$ cat src/sv/ring_queue_pointer_control_assert.svh
// Assertion macros shared by the ring queue pointer control modules.
`ifndef RING_QUEUE_POINTER_CONTROL_ASSERT_SVH
`define RING_QUEUE_POINTER_CONTROL_ASSERT_SVH

// The consequent must hold in the same cycle as the antecedent.
`define RQPC_ASSERT_NOW(lbl, ante, cons) \
   lbl: assert property (@(posedge clock) disable iff (reset) (ante) |-> (cons)) \
      else $error("ring queue pointer control: same-cycle check failed");

// The consequent must hold in the cycle after the antecedent.
`define RQPC_ASSERT_NEXT(lbl, ante, cons) \
   lbl: assert property (@(posedge clock) disable iff (reset) (ante) |=> (cons)) \
      else $error("ring queue pointer control: next-cycle check failed");

`endif

$ cat src/sv/rqpc_pkg.sv
// Types and constants of the ring queue pointer control.
package rqpc_pkg;

   localparam int RING_MAX       = 1024;
   localparam int ITEM_BITS      = 11;
   localparam int SLOT_BITS      = 10;
   localparam int COUNT_BITS     = 32;
   localparam int CSR_INDEX_BITS = 8;

   // Command codes of an input item; the unused code acts as a status query.
   localparam logic [1:0] CMD_QUERY = 2'd0;
   localparam logic [1:0] CMD_WRITE = 2'd1;
   localparam logic [1:0] CMD_READ  = 2'd2;

   // Configuration register indexes.
   localparam logic [CSR_INDEX_BITS-1:0] REG_RING_ITEMS = CSR_INDEX_BITS'(0);
   localparam logic [CSR_INDEX_BITS-1:0] REG_SYNC_MODE  = CSR_INDEX_BITS'(1);

   typedef enum logic [1:0] {
      ST_GRANTED   = 2'd0,
      ST_SHORT     = 2'd1,
      ST_LAPPED    = 2'd2,
      ST_BAD_COUNT = 2'd3
   } status_type;

   // Active configuration as seen by the pointer logic.
   typedef struct packed {
      logic [ITEM_BITS-1:0] ring_items;
      logic                 sync_mode;
      logic                 clear;
   } cfg_type;

   // One result item.
   typedef struct packed {
      status_type           status;
      logic [SLOT_BITS-1:0] start_index;
      logic [ITEM_BITS-1:0] first_run;
      logic [ITEM_BITS-1:0] second_run;
      logic [ITEM_BITS-1:0] available_read;
      logic [ITEM_BITS-1:0] available_write;
   } rsp_type;

endpackage

$ cat src/sv/rqpc_if.sv
// Handshake interfaces for the request, result and configuration channels.
interface rqpc_req_if;
   logic                         valid;
   logic                         ready;
   logic [1:0]                   command;
   logic [rqpc_pkg::ITEM_BITS-1:0] count;

   modport source (output valid, command, count, input ready);
   modport sink   (input valid, command, count, output ready);
endinterface

interface rqpc_rsp_if;
   logic                           valid;
   logic                           ready;
   logic [1:0]                     status;
   logic [rqpc_pkg::SLOT_BITS-1:0] start_index;
   logic [rqpc_pkg::ITEM_BITS-1:0] first_run;
   logic [rqpc_pkg::ITEM_BITS-1:0] second_run;
   logic [rqpc_pkg::ITEM_BITS-1:0] available_read;
   logic [rqpc_pkg::ITEM_BITS-1:0] available_write;

   modport source (output valid, status, start_index, first_run, second_run,
                   available_read, available_write, input ready);
   modport sink   (input valid, status, start_index, first_run, second_run,
                   available_read, available_write, output ready);
endinterface

interface rqpc_csr_if;
   logic                                valid;
   logic                                ready;
   logic [rqpc_pkg::CSR_INDEX_BITS-1:0] index;
   logic [rqpc_pkg::ITEM_BITS-1:0]      data;

   modport source (output valid, index, data, input ready);
   modport sink   (input valid, index, data, output ready);
endinterface

$ cat src/sv/rqpc_csr.sv
// Configuration registers: ring size with clamping, and the synchronised mode flag.
module rqpc_csr (
   input  logic              clock,
   input  logic              reset,
   rqpc_csr_if.sink          csr,
   output rqpc_pkg::cfg_type cfg
);
   import rqpc_pkg::*;

   logic [ITEM_BITS-1:0] ring_items_ff;
   logic [ITEM_BITS-1:0] ring_items_in;
   logic                 sync_mode_ff;
   logic                 sync_mode_in;
   logic                 clear_in;
   logic                 write_en;

   assign csr.ready = 1'b1;
   assign write_en  = csr.valid & csr.ready;

   // Decode a write; a ring size outside 1..RING_MAX is clamped into range.
   always_comb begin
      ring_items_in = ring_items_ff;
      sync_mode_in  = sync_mode_ff;
      clear_in      = 1'b0;
      if (write_en) begin
         unique case (csr.index)
            REG_RING_ITEMS: begin
               clear_in = 1'b1;
               if (csr.data == '0) begin
                  ring_items_in = ITEM_BITS'(1);
               end else if (csr.data > ITEM_BITS'(RING_MAX)) begin
                  ring_items_in = ITEM_BITS'(RING_MAX);
               end else begin
                  ring_items_in = csr.data;
               end
            end
            REG_SYNC_MODE: begin
               sync_mode_in = csr.data[0];
            end
            default: begin
            end
         endcase
      end
   end

   always_ff @(posedge clock) begin
      if (reset) begin
         ring_items_ff <= ITEM_BITS'(RING_MAX);
         sync_mode_ff  <= 1'b1;
      end else begin
         ring_items_ff <= ring_items_in;
         sync_mode_ff  <= sync_mode_in;
      end
   end

   // The clear goes out with the write so the pointers reset at the same edge.
   assign cfg.ring_items = ring_items_ff;
   assign cfg.sync_mode  = sync_mode_ff;
   assign cfg.clear      = clear_in;

endmodule

$ cat src/sv/rqpc_ptr.sv
// Pointer state and the single-pass grant, split and availability logic.
module rqpc_ptr (
   input  logic                           clock,
   input  logic                           reset,
   input  rqpc_pkg::cfg_type              cfg,
   input  logic                           step_en,
   input  logic [1:0]                     command,
   input  logic [rqpc_pkg::ITEM_BITS-1:0] count,
   output rqpc_pkg::rsp_type              rsp_next
);
   import rqpc_pkg::*;

   `include "ring_queue_pointer_control_assert.svh"

   // Only the difference of the free-running counters is observable, so the
   // fill level is held directly and wraps in the same way.
   logic [COUNT_BITS-1:0] fill_ff;
   logic [COUNT_BITS-1:0] fill_in;
   logic [SLOT_BITS-1:0]  rd_slot_ff;
   logic [SLOT_BITS-1:0]  rd_slot_in;
   logic [SLOT_BITS-1:0]  wr_slot_ff;
   logic [SLOT_BITS-1:0]  wr_slot_in;

   logic [ITEM_BITS-1:0]  ring;
   logic                  lapped;
   logic [ITEM_BITS-1:0]  fill_lo;
   logic [ITEM_BITS-1:0]  free_slots;
   logic [SLOT_BITS-1:0]  sel_slot;
   logic [ITEM_BITS-1:0]  room;
   logic [ITEM_BITS-1:0]  first;
   logic [ITEM_BITS-1:0]  slot_sum;
   logic [SLOT_BITS-1:0]  slot_adv;
   logic                  grant_wr;
   logic                  grant_rd;
   logic                  lap_rd;
   status_type            status;
   logic                  lapped_next;

   assign ring       = cfg.ring_items;
   assign lapped     = fill_ff > COUNT_BITS'(ring);
   assign fill_lo    = fill_ff[ITEM_BITS-1:0];
   assign free_slots = lapped ? '0 : ring - fill_lo;

   // Decide the outcome of the request.
   always_comb begin
      grant_wr = 1'b0;
      grant_rd = 1'b0;
      lap_rd   = 1'b0;
      status   = ST_GRANTED;
      case (command)
         CMD_WRITE: begin
            if (count == '0) begin
               status = ST_BAD_COUNT;
            end else if (count > ring || (cfg.sync_mode && free_slots < count)) begin
               status = ST_SHORT;
            end else begin
               grant_wr = 1'b1;
            end
         end
         CMD_READ: begin
            if (count == '0) begin
               status = ST_BAD_COUNT;
            end else if (lapped) begin
               status = ST_LAPPED;
               lap_rd = 1'b1;
            end else if (fill_lo < count) begin
               status = ST_SHORT;
            end else begin
               grant_rd = 1'b1;
            end
         end
         default: begin
         end
      endcase
   end

   // Split of a granted transfer at the end of the ring, and the advanced slot.
   assign sel_slot = grant_rd ? rd_slot_ff : wr_slot_ff;
   assign room     = ring - ITEM_BITS'(sel_slot);
   assign first    = (count < room) ? count : room;
   assign slot_sum = ITEM_BITS'(sel_slot) + count;
   assign slot_adv = (slot_sum >= ring) ? SLOT_BITS'(slot_sum - ring)
                                        : SLOT_BITS'(slot_sum);

   // Next pointer state.
   always_comb begin
      fill_in    = fill_ff;
      rd_slot_in = rd_slot_ff;
      wr_slot_in = wr_slot_ff;
      if (grant_wr) begin
         fill_in    = fill_ff + COUNT_BITS'(count);
         wr_slot_in = slot_adv;
      end else if (grant_rd) begin
         fill_in    = fill_ff - COUNT_BITS'(count);
         rd_slot_in = slot_adv;
      end else if (lap_rd) begin
         fill_in    = '0;
         rd_slot_in = wr_slot_ff;
      end
   end

   assign lapped_next = fill_in > COUNT_BITS'(ring);

   // Result item, with the availability as it stands after the step.
   always_comb begin
      rsp_next.status          = status;
      rsp_next.start_index     = '0;
      rsp_next.first_run       = '0;
      rsp_next.second_run      = '0;
      if (grant_wr || grant_rd) begin
         rsp_next.start_index = sel_slot;
         rsp_next.first_run   = first;
         rsp_next.second_run  = count - first;
      end
      rsp_next.available_read  = lapped_next ? ring : fill_in[ITEM_BITS-1:0];
      rsp_next.available_write = lapped_next ? '0 : ring - fill_in[ITEM_BITS-1:0];
   end

   always_ff @(posedge clock) begin
      if (reset || cfg.clear) begin
         fill_ff    <= '0;
         rd_slot_ff <= '0;
         wr_slot_ff <= '0;
      end else if (step_en) begin
         fill_ff    <= fill_in;
         rd_slot_ff <= rd_slot_in;
         wr_slot_ff <= wr_slot_in;
      end
   end

   // Both slots stay inside the ring, the runs of a grant cover the request,
   // and the two availability counts always add up to the ring size.
   `RQPC_ASSERT_NOW(a_rd_slot_in_ring, 1'b1, rd_slot_ff < ring)
   `RQPC_ASSERT_NOW(a_wr_slot_in_ring, 1'b1, wr_slot_ff < ring)
   `RQPC_ASSERT_NOW(a_runs_cover, grant_wr || grant_rd,
                    rsp_next.first_run + rsp_next.second_run == count)
   `RQPC_ASSERT_NOW(a_avail_sum, 1'b1,
                    rsp_next.available_read + rsp_next.available_write == ring)

endmodule

$ cat src/sv/ring_queue_pointer_control.sv
// Top level of the ring queue pointer control: input stage, result stage, submodules.
//
//   Channel   Direction  Payload
//   req_bus   in         command, count
//   rsp_bus   out        status, start_index, first_run, second_run,
//                        available_read, available_write
//   csr_bus   in         index, data (0 ring_items, 1 sync_mode)
//
// One item a cycle is accepted; an accepted item passes the input register and then
// the result register, from which its result is offered.
// The pointer logic works between the input register and the result register.
// A stalled result holds the result register; one more item waits in the input
// register, and the request side stalls only when both are full.
// Synchronous reset clears the pointers and sets a ring of 1024 in synchronised
// mode. Configuration writes are taken every cycle and need no clearing pass.
module ring_queue_pointer_control (
   input  logic        clock,
   input  logic        reset,
   rqpc_req_if.sink    req_bus,
   rqpc_rsp_if.source  rsp_bus,
   rqpc_csr_if.sink    csr_bus
);
   import rqpc_pkg::*;

   `include "ring_queue_pointer_control_assert.svh"

   cfg_type              cfg;
   rsp_type              rsp_next;

   logic                 in_valid_ff;
   logic                 in_valid_in;
   logic [1:0]           in_command_ff;
   logic [ITEM_BITS-1:0] in_count_ff;
   logic                 rsp_valid_ff;
   logic                 rsp_valid_in;
   rsp_type              rsp_data_ff;
   logic                 advance;
   logic                 req_take;

   rqpc_csr u_csr (
      .clock (clock),
      .reset (reset),
      .csr   (csr_bus),
      .cfg   (cfg)
   );

   rqpc_ptr u_ptr (
      .clock    (clock),
      .reset    (reset),
      .cfg      (cfg),
      .step_en  (advance),
      .command  (in_command_ff),
      .count    (in_count_ff),
      .rsp_next (rsp_next)
   );

   // Handshake: an item moves on when the result register is empty or being taken.
   assign advance        = in_valid_ff & (~rsp_valid_ff | rsp_bus.ready);
   assign req_bus.ready  = ~in_valid_ff | advance;
   assign req_take       = req_bus.valid & req_bus.ready;
   assign in_valid_in    = req_take | (in_valid_ff & ~advance);
   assign rsp_valid_in   = advance | (rsp_valid_ff & ~rsp_bus.ready);

   // Control registers.
   always_ff @(posedge clock) begin
      if (reset) begin
         in_valid_ff  <= 1'b0;
         rsp_valid_ff <= 1'b0;
      end else begin
         in_valid_ff  <= in_valid_in;
         rsp_valid_ff <= rsp_valid_in;
      end
   end

   // Payload registers.
   always_ff @(posedge clock) begin
      if (req_take) begin
         in_command_ff <= req_bus.command;
         in_count_ff   <= req_bus.count;
      end
      if (advance) begin
         rsp_data_ff <= rsp_next;
      end
   end

   assign rsp_bus.valid           = rsp_valid_ff;
   assign rsp_bus.status          = rsp_data_ff.status;
   assign rsp_bus.start_index     = rsp_data_ff.start_index;
   assign rsp_bus.first_run       = rsp_data_ff.first_run;
   assign rsp_bus.second_run      = rsp_data_ff.second_run;
   assign rsp_bus.available_read  = rsp_data_ff.available_read;
   assign rsp_bus.available_write = rsp_data_ff.available_write;

   // An accepted item lands in the input stage, moves on into an empty result
   // stage, and a taken result with nothing behind it leaves the output empty.
   `RQPC_ASSERT_NEXT(a_req_lands, req_bus.valid && req_bus.ready, in_valid_ff)
   `RQPC_ASSERT_NEXT(a_item_moves, in_valid_ff && !rsp_valid_ff, rsp_valid_ff)
   `RQPC_ASSERT_NEXT(a_rsp_drains, rsp_bus.valid && rsp_bus.ready && !in_valid_ff,
                     !rsp_bus.valid)

endmodule

$ cat src/flat_wrapper.sv
// flat-port wrapper written by rule: the top's interface ports become plain ports
module ring_queue_pointer_control_flat import rqpc_pkg::*;
  (clock, reset, req_bus_valid, req_bus_command, req_bus_count, req_bus_ready, rsp_bus_valid, rsp_bus_status, rsp_bus_start_index, rsp_bus_first_run, rsp_bus_second_run, rsp_bus_available_read, rsp_bus_available_write, rsp_bus_ready, csr_bus_valid, csr_bus_index, csr_bus_data, csr_bus_ready);
  rqpc_req_if req_bus_i ();
  rqpc_rsp_if rsp_bus_i ();
  rqpc_csr_if csr_bus_i ();
  input  logic clock;
  input  logic reset;
  input wire logic [$bits(req_bus_i.valid)-1:0] req_bus_valid;
  input wire logic [$bits(req_bus_i.command)-1:0] req_bus_command;
  input wire logic [$bits(req_bus_i.count)-1:0] req_bus_count;
  output wire logic [$bits(req_bus_i.ready)-1:0] req_bus_ready;
  output wire logic [$bits(rsp_bus_i.valid)-1:0] rsp_bus_valid;
  output wire logic [$bits(rsp_bus_i.status)-1:0] rsp_bus_status;
  output wire logic [$bits(rsp_bus_i.start_index)-1:0] rsp_bus_start_index;
  output wire logic [$bits(rsp_bus_i.first_run)-1:0] rsp_bus_first_run;
  output wire logic [$bits(rsp_bus_i.second_run)-1:0] rsp_bus_second_run;
  output wire logic [$bits(rsp_bus_i.available_read)-1:0] rsp_bus_available_read;
  output wire logic [$bits(rsp_bus_i.available_write)-1:0] rsp_bus_available_write;
  input wire logic [$bits(rsp_bus_i.ready)-1:0] rsp_bus_ready;
  input wire logic [$bits(csr_bus_i.valid)-1:0] csr_bus_valid;
  input wire logic [$bits(csr_bus_i.index)-1:0] csr_bus_index;
  input wire logic [$bits(csr_bus_i.data)-1:0] csr_bus_data;
  output wire logic [$bits(csr_bus_i.ready)-1:0] csr_bus_ready;
  assign req_bus_i.valid = req_bus_valid;
  assign req_bus_i.command = req_bus_command;
  assign req_bus_i.count = req_bus_count;
  assign req_bus_ready = req_bus_i.ready;
  assign rsp_bus_valid = rsp_bus_i.valid;
  assign rsp_bus_status = rsp_bus_i.status;
  assign rsp_bus_start_index = rsp_bus_i.start_index;
  assign rsp_bus_first_run = rsp_bus_i.first_run;
  assign rsp_bus_second_run = rsp_bus_i.second_run;
  assign rsp_bus_available_read = rsp_bus_i.available_read;
  assign rsp_bus_available_write = rsp_bus_i.available_write;
  assign rsp_bus_i.ready = rsp_bus_ready;
  assign csr_bus_i.valid = csr_bus_valid;
  assign csr_bus_i.index = csr_bus_index;
  assign csr_bus_i.data = csr_bus_data;
  assign csr_bus_ready = csr_bus_i.ready;
  ring_queue_pointer_control u_core (.clock(clock), .reset(reset), .req_bus(req_bus_i), .rsp_bus(rsp_bus_i), .csr_bus(csr_bus_i));
endmodule
$ cat config.mk
export PLATFORM = sky130hd
export DESIGN_NAME = ring_queue_pointer_control_flat
export DESIGN_NICKNAME = d
export VERILOG_FILES = /design/src/sv/rqpc_pkg.sv /design/src/sv/rqpc_if.sv /design/src/sv/rqpc_csr.sv /design/src/sv/rqpc_ptr.sv /design/src/sv/ring_queue_pointer_control.sv /design/src/flat_wrapper.sv
export VERILOG_INCLUDE_DIRS = /design/src /design/src/sv
export SDC_FILE = /design/constraint.sdc
export NUM_CORES = 1
export LEC_CHECK = 0
export BUFFER_PORTS_ARGS = -buffer_cell sky130_fd_sc_hd__buf_4
export CAP_MARGIN = 0
export CORE_MARGIN = 2
export CORE_UTILIZATION = 41
export DETAILED_ROUTE_END_ITERATION = 10
export GPL_ROUTABILITY_DRIVEN = 1
export HOLD_SLACK_MARGIN = 0.12
export SYNTH_ARGS = -nofsm -noshare
export SYNTH_HDL_FRONTEND = slang
export SYNTH_SLANG_ARGS = --single-unit
export TNS_END_PERCENT = 10
$ cat constraint.sdc
create_clock -name clock -period 17.37 [get_ports clock]
set_input_delay 3.474 -clock clock [delete_from_list [all_inputs] [get_ports clock]]
set_output_delay 3.474 -clock clock [all_outputs]
set_load 0.03 [all_outputs]
==> metrics.yaml <==
synth_area_leaders: "edfxtp_1, ha_1, dfxtp_1, a21oi_1, nor2_1"
drtIter0Drc: 1084
async_flop_share_pct: 0
crit_required_ns: 17.54
internal_power_w: 0.000661
synth_edf_count: 69
yosysTopAreaCell: "edfxtp_1"
worstMarginPinSlew_ns: 1.19
cp_slowest_stage_delay_ns: 0.96
drc_errors: 0
setup-violations-final: 0
initial_utilization_pct: 41.5
io_pins: 96
arrival_ns: 11.10
avgSynthCellArea_um2: 8.49
n_antenna_cell: 0
ys_warn_count: 0
die-area_um2: 28500
layout-drive-gt1-share_pct: 13.4
antenna_left: 0
p_seq_share_pct: 36.3
cts_sinks: 135
hold_viol: 0
die_x_um: 169
crit_type: "reg2reg"
critPathSlowestCell: "a21boi_0"
port_buffers: 94
ctsHoldBuffers: 0
grt_pass1_vias: 9521
leakage_nw: 5.26
power_density_nw_per_um2: 78.9
synth_area_um2: 11100
post_drt_wl_per_cell_um: 19.8
timing.critical_path.mode_cell: "inv_1"
clkPwrFrac_pct: 36.0
globalplace.congestion: 0.947
period_minus_slack_ns: 10.93
cts_root_buf: "clkbuf_16"
syn_inst: 1311
worstPathMaxFanout: 15
clkSlewWorstSetupHoldPaths_ns: 0.06
cts_resized: 0
slew_headroom_pct: 19.7
outcome: "complete, no violations"
numCtsBuffers: 17
synthDistinctLibCells: 98
design.core.area_um2: 26800
die_y_um: 169
hp-class: "reg2reg"
layout_common_cells: "nor2_1, ha_1, a21oi_1, buf_4, inv_1"
netlist.area_leader.share_pct: 18.6
cts_setup_buffers: 0
ys_seq_area_share_pct: 30.5
antenna_found_initial: 0
ir_drop_v: 0.0000621
cts_tree: "done"
max_freq_ghz: 0.0915
track_usage_pct: 24.4
skew_ns: 0.0184
setup_tns_ns: 0
holdWs_ns: 0.462
wl_mm: 34.4
grt_pass1_wl_mm: 53.9
syn_to_final_growth_pct: 14.4
synth-seq-cells: 135
htreeDepth: 4
layout_commonest_cell: "nor2_1"
drt-pass1-iter-count: 6
grt_max_degree: 70
fin_nets: 1561
cap_viol_max_count: 0
pwr-share-comb_pct: 27.7
clockBufferDepth: 2
clock_latency_ns: 0.43
rsz0062_at_grt: "no"
finalCritPeriodShare_pct: 62.9
vias_per_cell: 5.71
netSwitchingPower_w: 0.000344
synth_nets: 1485
start_kind: "register"
rows: 60
grt-ovfl-total: 0
swShare_pct: 34.2
worstSetupEndpointType: "register"
hpwl_mm: 26.6
vias: 9934
synth_flop_cell: "edfxtp_1"
maxSlewViolCount: 0
[final timing paths]
kind | slack [ns] | to | cells after the start | startpoint
hold / removal | 0.46 | u_core.u_ptr.rd_slot_ff[4]$_SDFFE_PP0P_ | 2 | u_core.u_ptr.rd_slot_ff[4]$_SDFFE_PP0P_
setup reg to reg | 6.44 | u_core.rsp_bus.second_run[10]$_SDFFCE_PN0P_ | 40 | u_core.in_count_ff[8]$_DFFE_PP_
setup / recovery | 6.44 | u_core.rsp_bus.second_run[10]$_SDFFCE_PN0P_ | 40 | u_core.in_count_ff[8]$_DFFE_PP_
hold reg to reg | 0.46 | u_core.u_ptr.rd_slot_ff[4]$_SDFFE_PP0P_ | 2 | u_core.u_ptr.rd_slot_ff[4]$_SDFFE_PP0P_
[sequential cells by signal, indices dropped and copies added (netlist names), 2 cells and up]
signal / flops
u_core.rsp_bus.available_write: 11
u_core.rsp_bus.first_run: 11
u_core.u_ptr.wr_slot_ff: 10
u_core.u_ptr.fill_ff: 32
u_core.in_count_ff: 11
u_core.u_ptr.rd_slot_ff: 10
u_core.rsp_bus.available_read: 11
u_core.u_csr.ring_items_ff: 11
u_core.rsp_bus.status: 2
u_core.rsp_bus.start_index: 10
u_core.rsp_bus.second_run: 11
u_core.in_command_ff: 2
[metrics by stage]
step | setup slack, ns | instances | instance area (um^2) | total power (W) | util [%]
floorplan | 8.60 | 1311 | 11100 | 0.000576 | -
global placement | 6.66 | 1709 | 12200 | 0.000646 | 45.4
detailed placement | 6.62 | 1709 | 12200 | 0.000647 | 45.4
CTS | 6.58 | 1741 | 12700 | 0.00101 | 47.5
global route | 5.77 | 1741 | 12700 | 0.00105 | 47.5
finish | 6.44 | 1741 | 12700 | 0.00101 | 47.5
[logic make-up (layout without fill, tap and decap cells)]
kind of cell | Yosys count | count (layout) | share of synthesized area (%)
simple gates | 419 | 419 | 18.4
compound gates | 379 | 379 | 22.6
buf+inv | 162 | 251 | 5.78
fa+ha+maj | 141 | 141 | 16.4
flops | 135 | 135 | 30.5
xor+xnor | 52 | 52 | 4.23
mux | 22 | 22 | 2.04
other cells | 1 | 1 | 0.0337
[final cells by class]
cell class | instances | area [um^2]
clock buffers | 19 | 464
clock inverters | 13 | 108
fillers | 2610 | 14100
inverters | 110 | 414
multi-input cells | 1014 | 7110
flip-flops and latches | 135 | 3390
well taps | 341 | 427
repair buffers | 109 | 818
[cells in the mapped netlist, types with 7 or more instances]
cell	n
nand2b_1	10
fa_1	8
clkbuf_1	36
nor3_1	30
nand4_1	18
or3_1	14
a21oi_1	128
nand2_1	84
a21o_1	33
dfxtp_1	66
a31oi_1	12
edfxtp_1	69
inv_1	108
and2_1	14
ha_1	129
o21ai_0	63
nand3_1	22
xor2_1	13
mux2i_1	17
nor4_1	15
nor2_1	157
xnor2_1	37
o21bai_1	18
a211oi_1	33
o21a_1	12
nor2b_1	16
buf_2	7
and3_1	8
[metal layers]
layer	GRT usage [%]	up-vias	part of all wire [%]
li1	-	4867	-
met1	34.2	4660	46
met2	38.7	354	45
met3	4.00	53	6.1
met4	7.35	0	2.4
met5	0	-	0
[power groups by stage]
stage / combinational, W / sequential (W) / clock, W
final: 0.000278 / 0.000365 / 0.000362
after global routing: 0.000307 / 0.000366 / 0.000380
after CTS: 0.000277 / 0.000365 / 0.000366
after detailed placement: 0.000276 / 0.000372 / 0
after global placement: 0.000275 / 0.000371 / 0
after floorplan: 0.000195 / 0.000381 / 0
[critical path: cells and delay by family (launching register included)]
kind / cells / cell delay, ns
mux: 1 / 0.20
buf+inv: 5 / 0.74
flops: 1 / 0.67
compound gates: 12 / 3.00
fa+ha+maj: 9 / 2.90
xor+xnor: 2 / 0.47
simple gates: 11 / 2.67
Note: power is estimated with default switching activity, not from simulation.
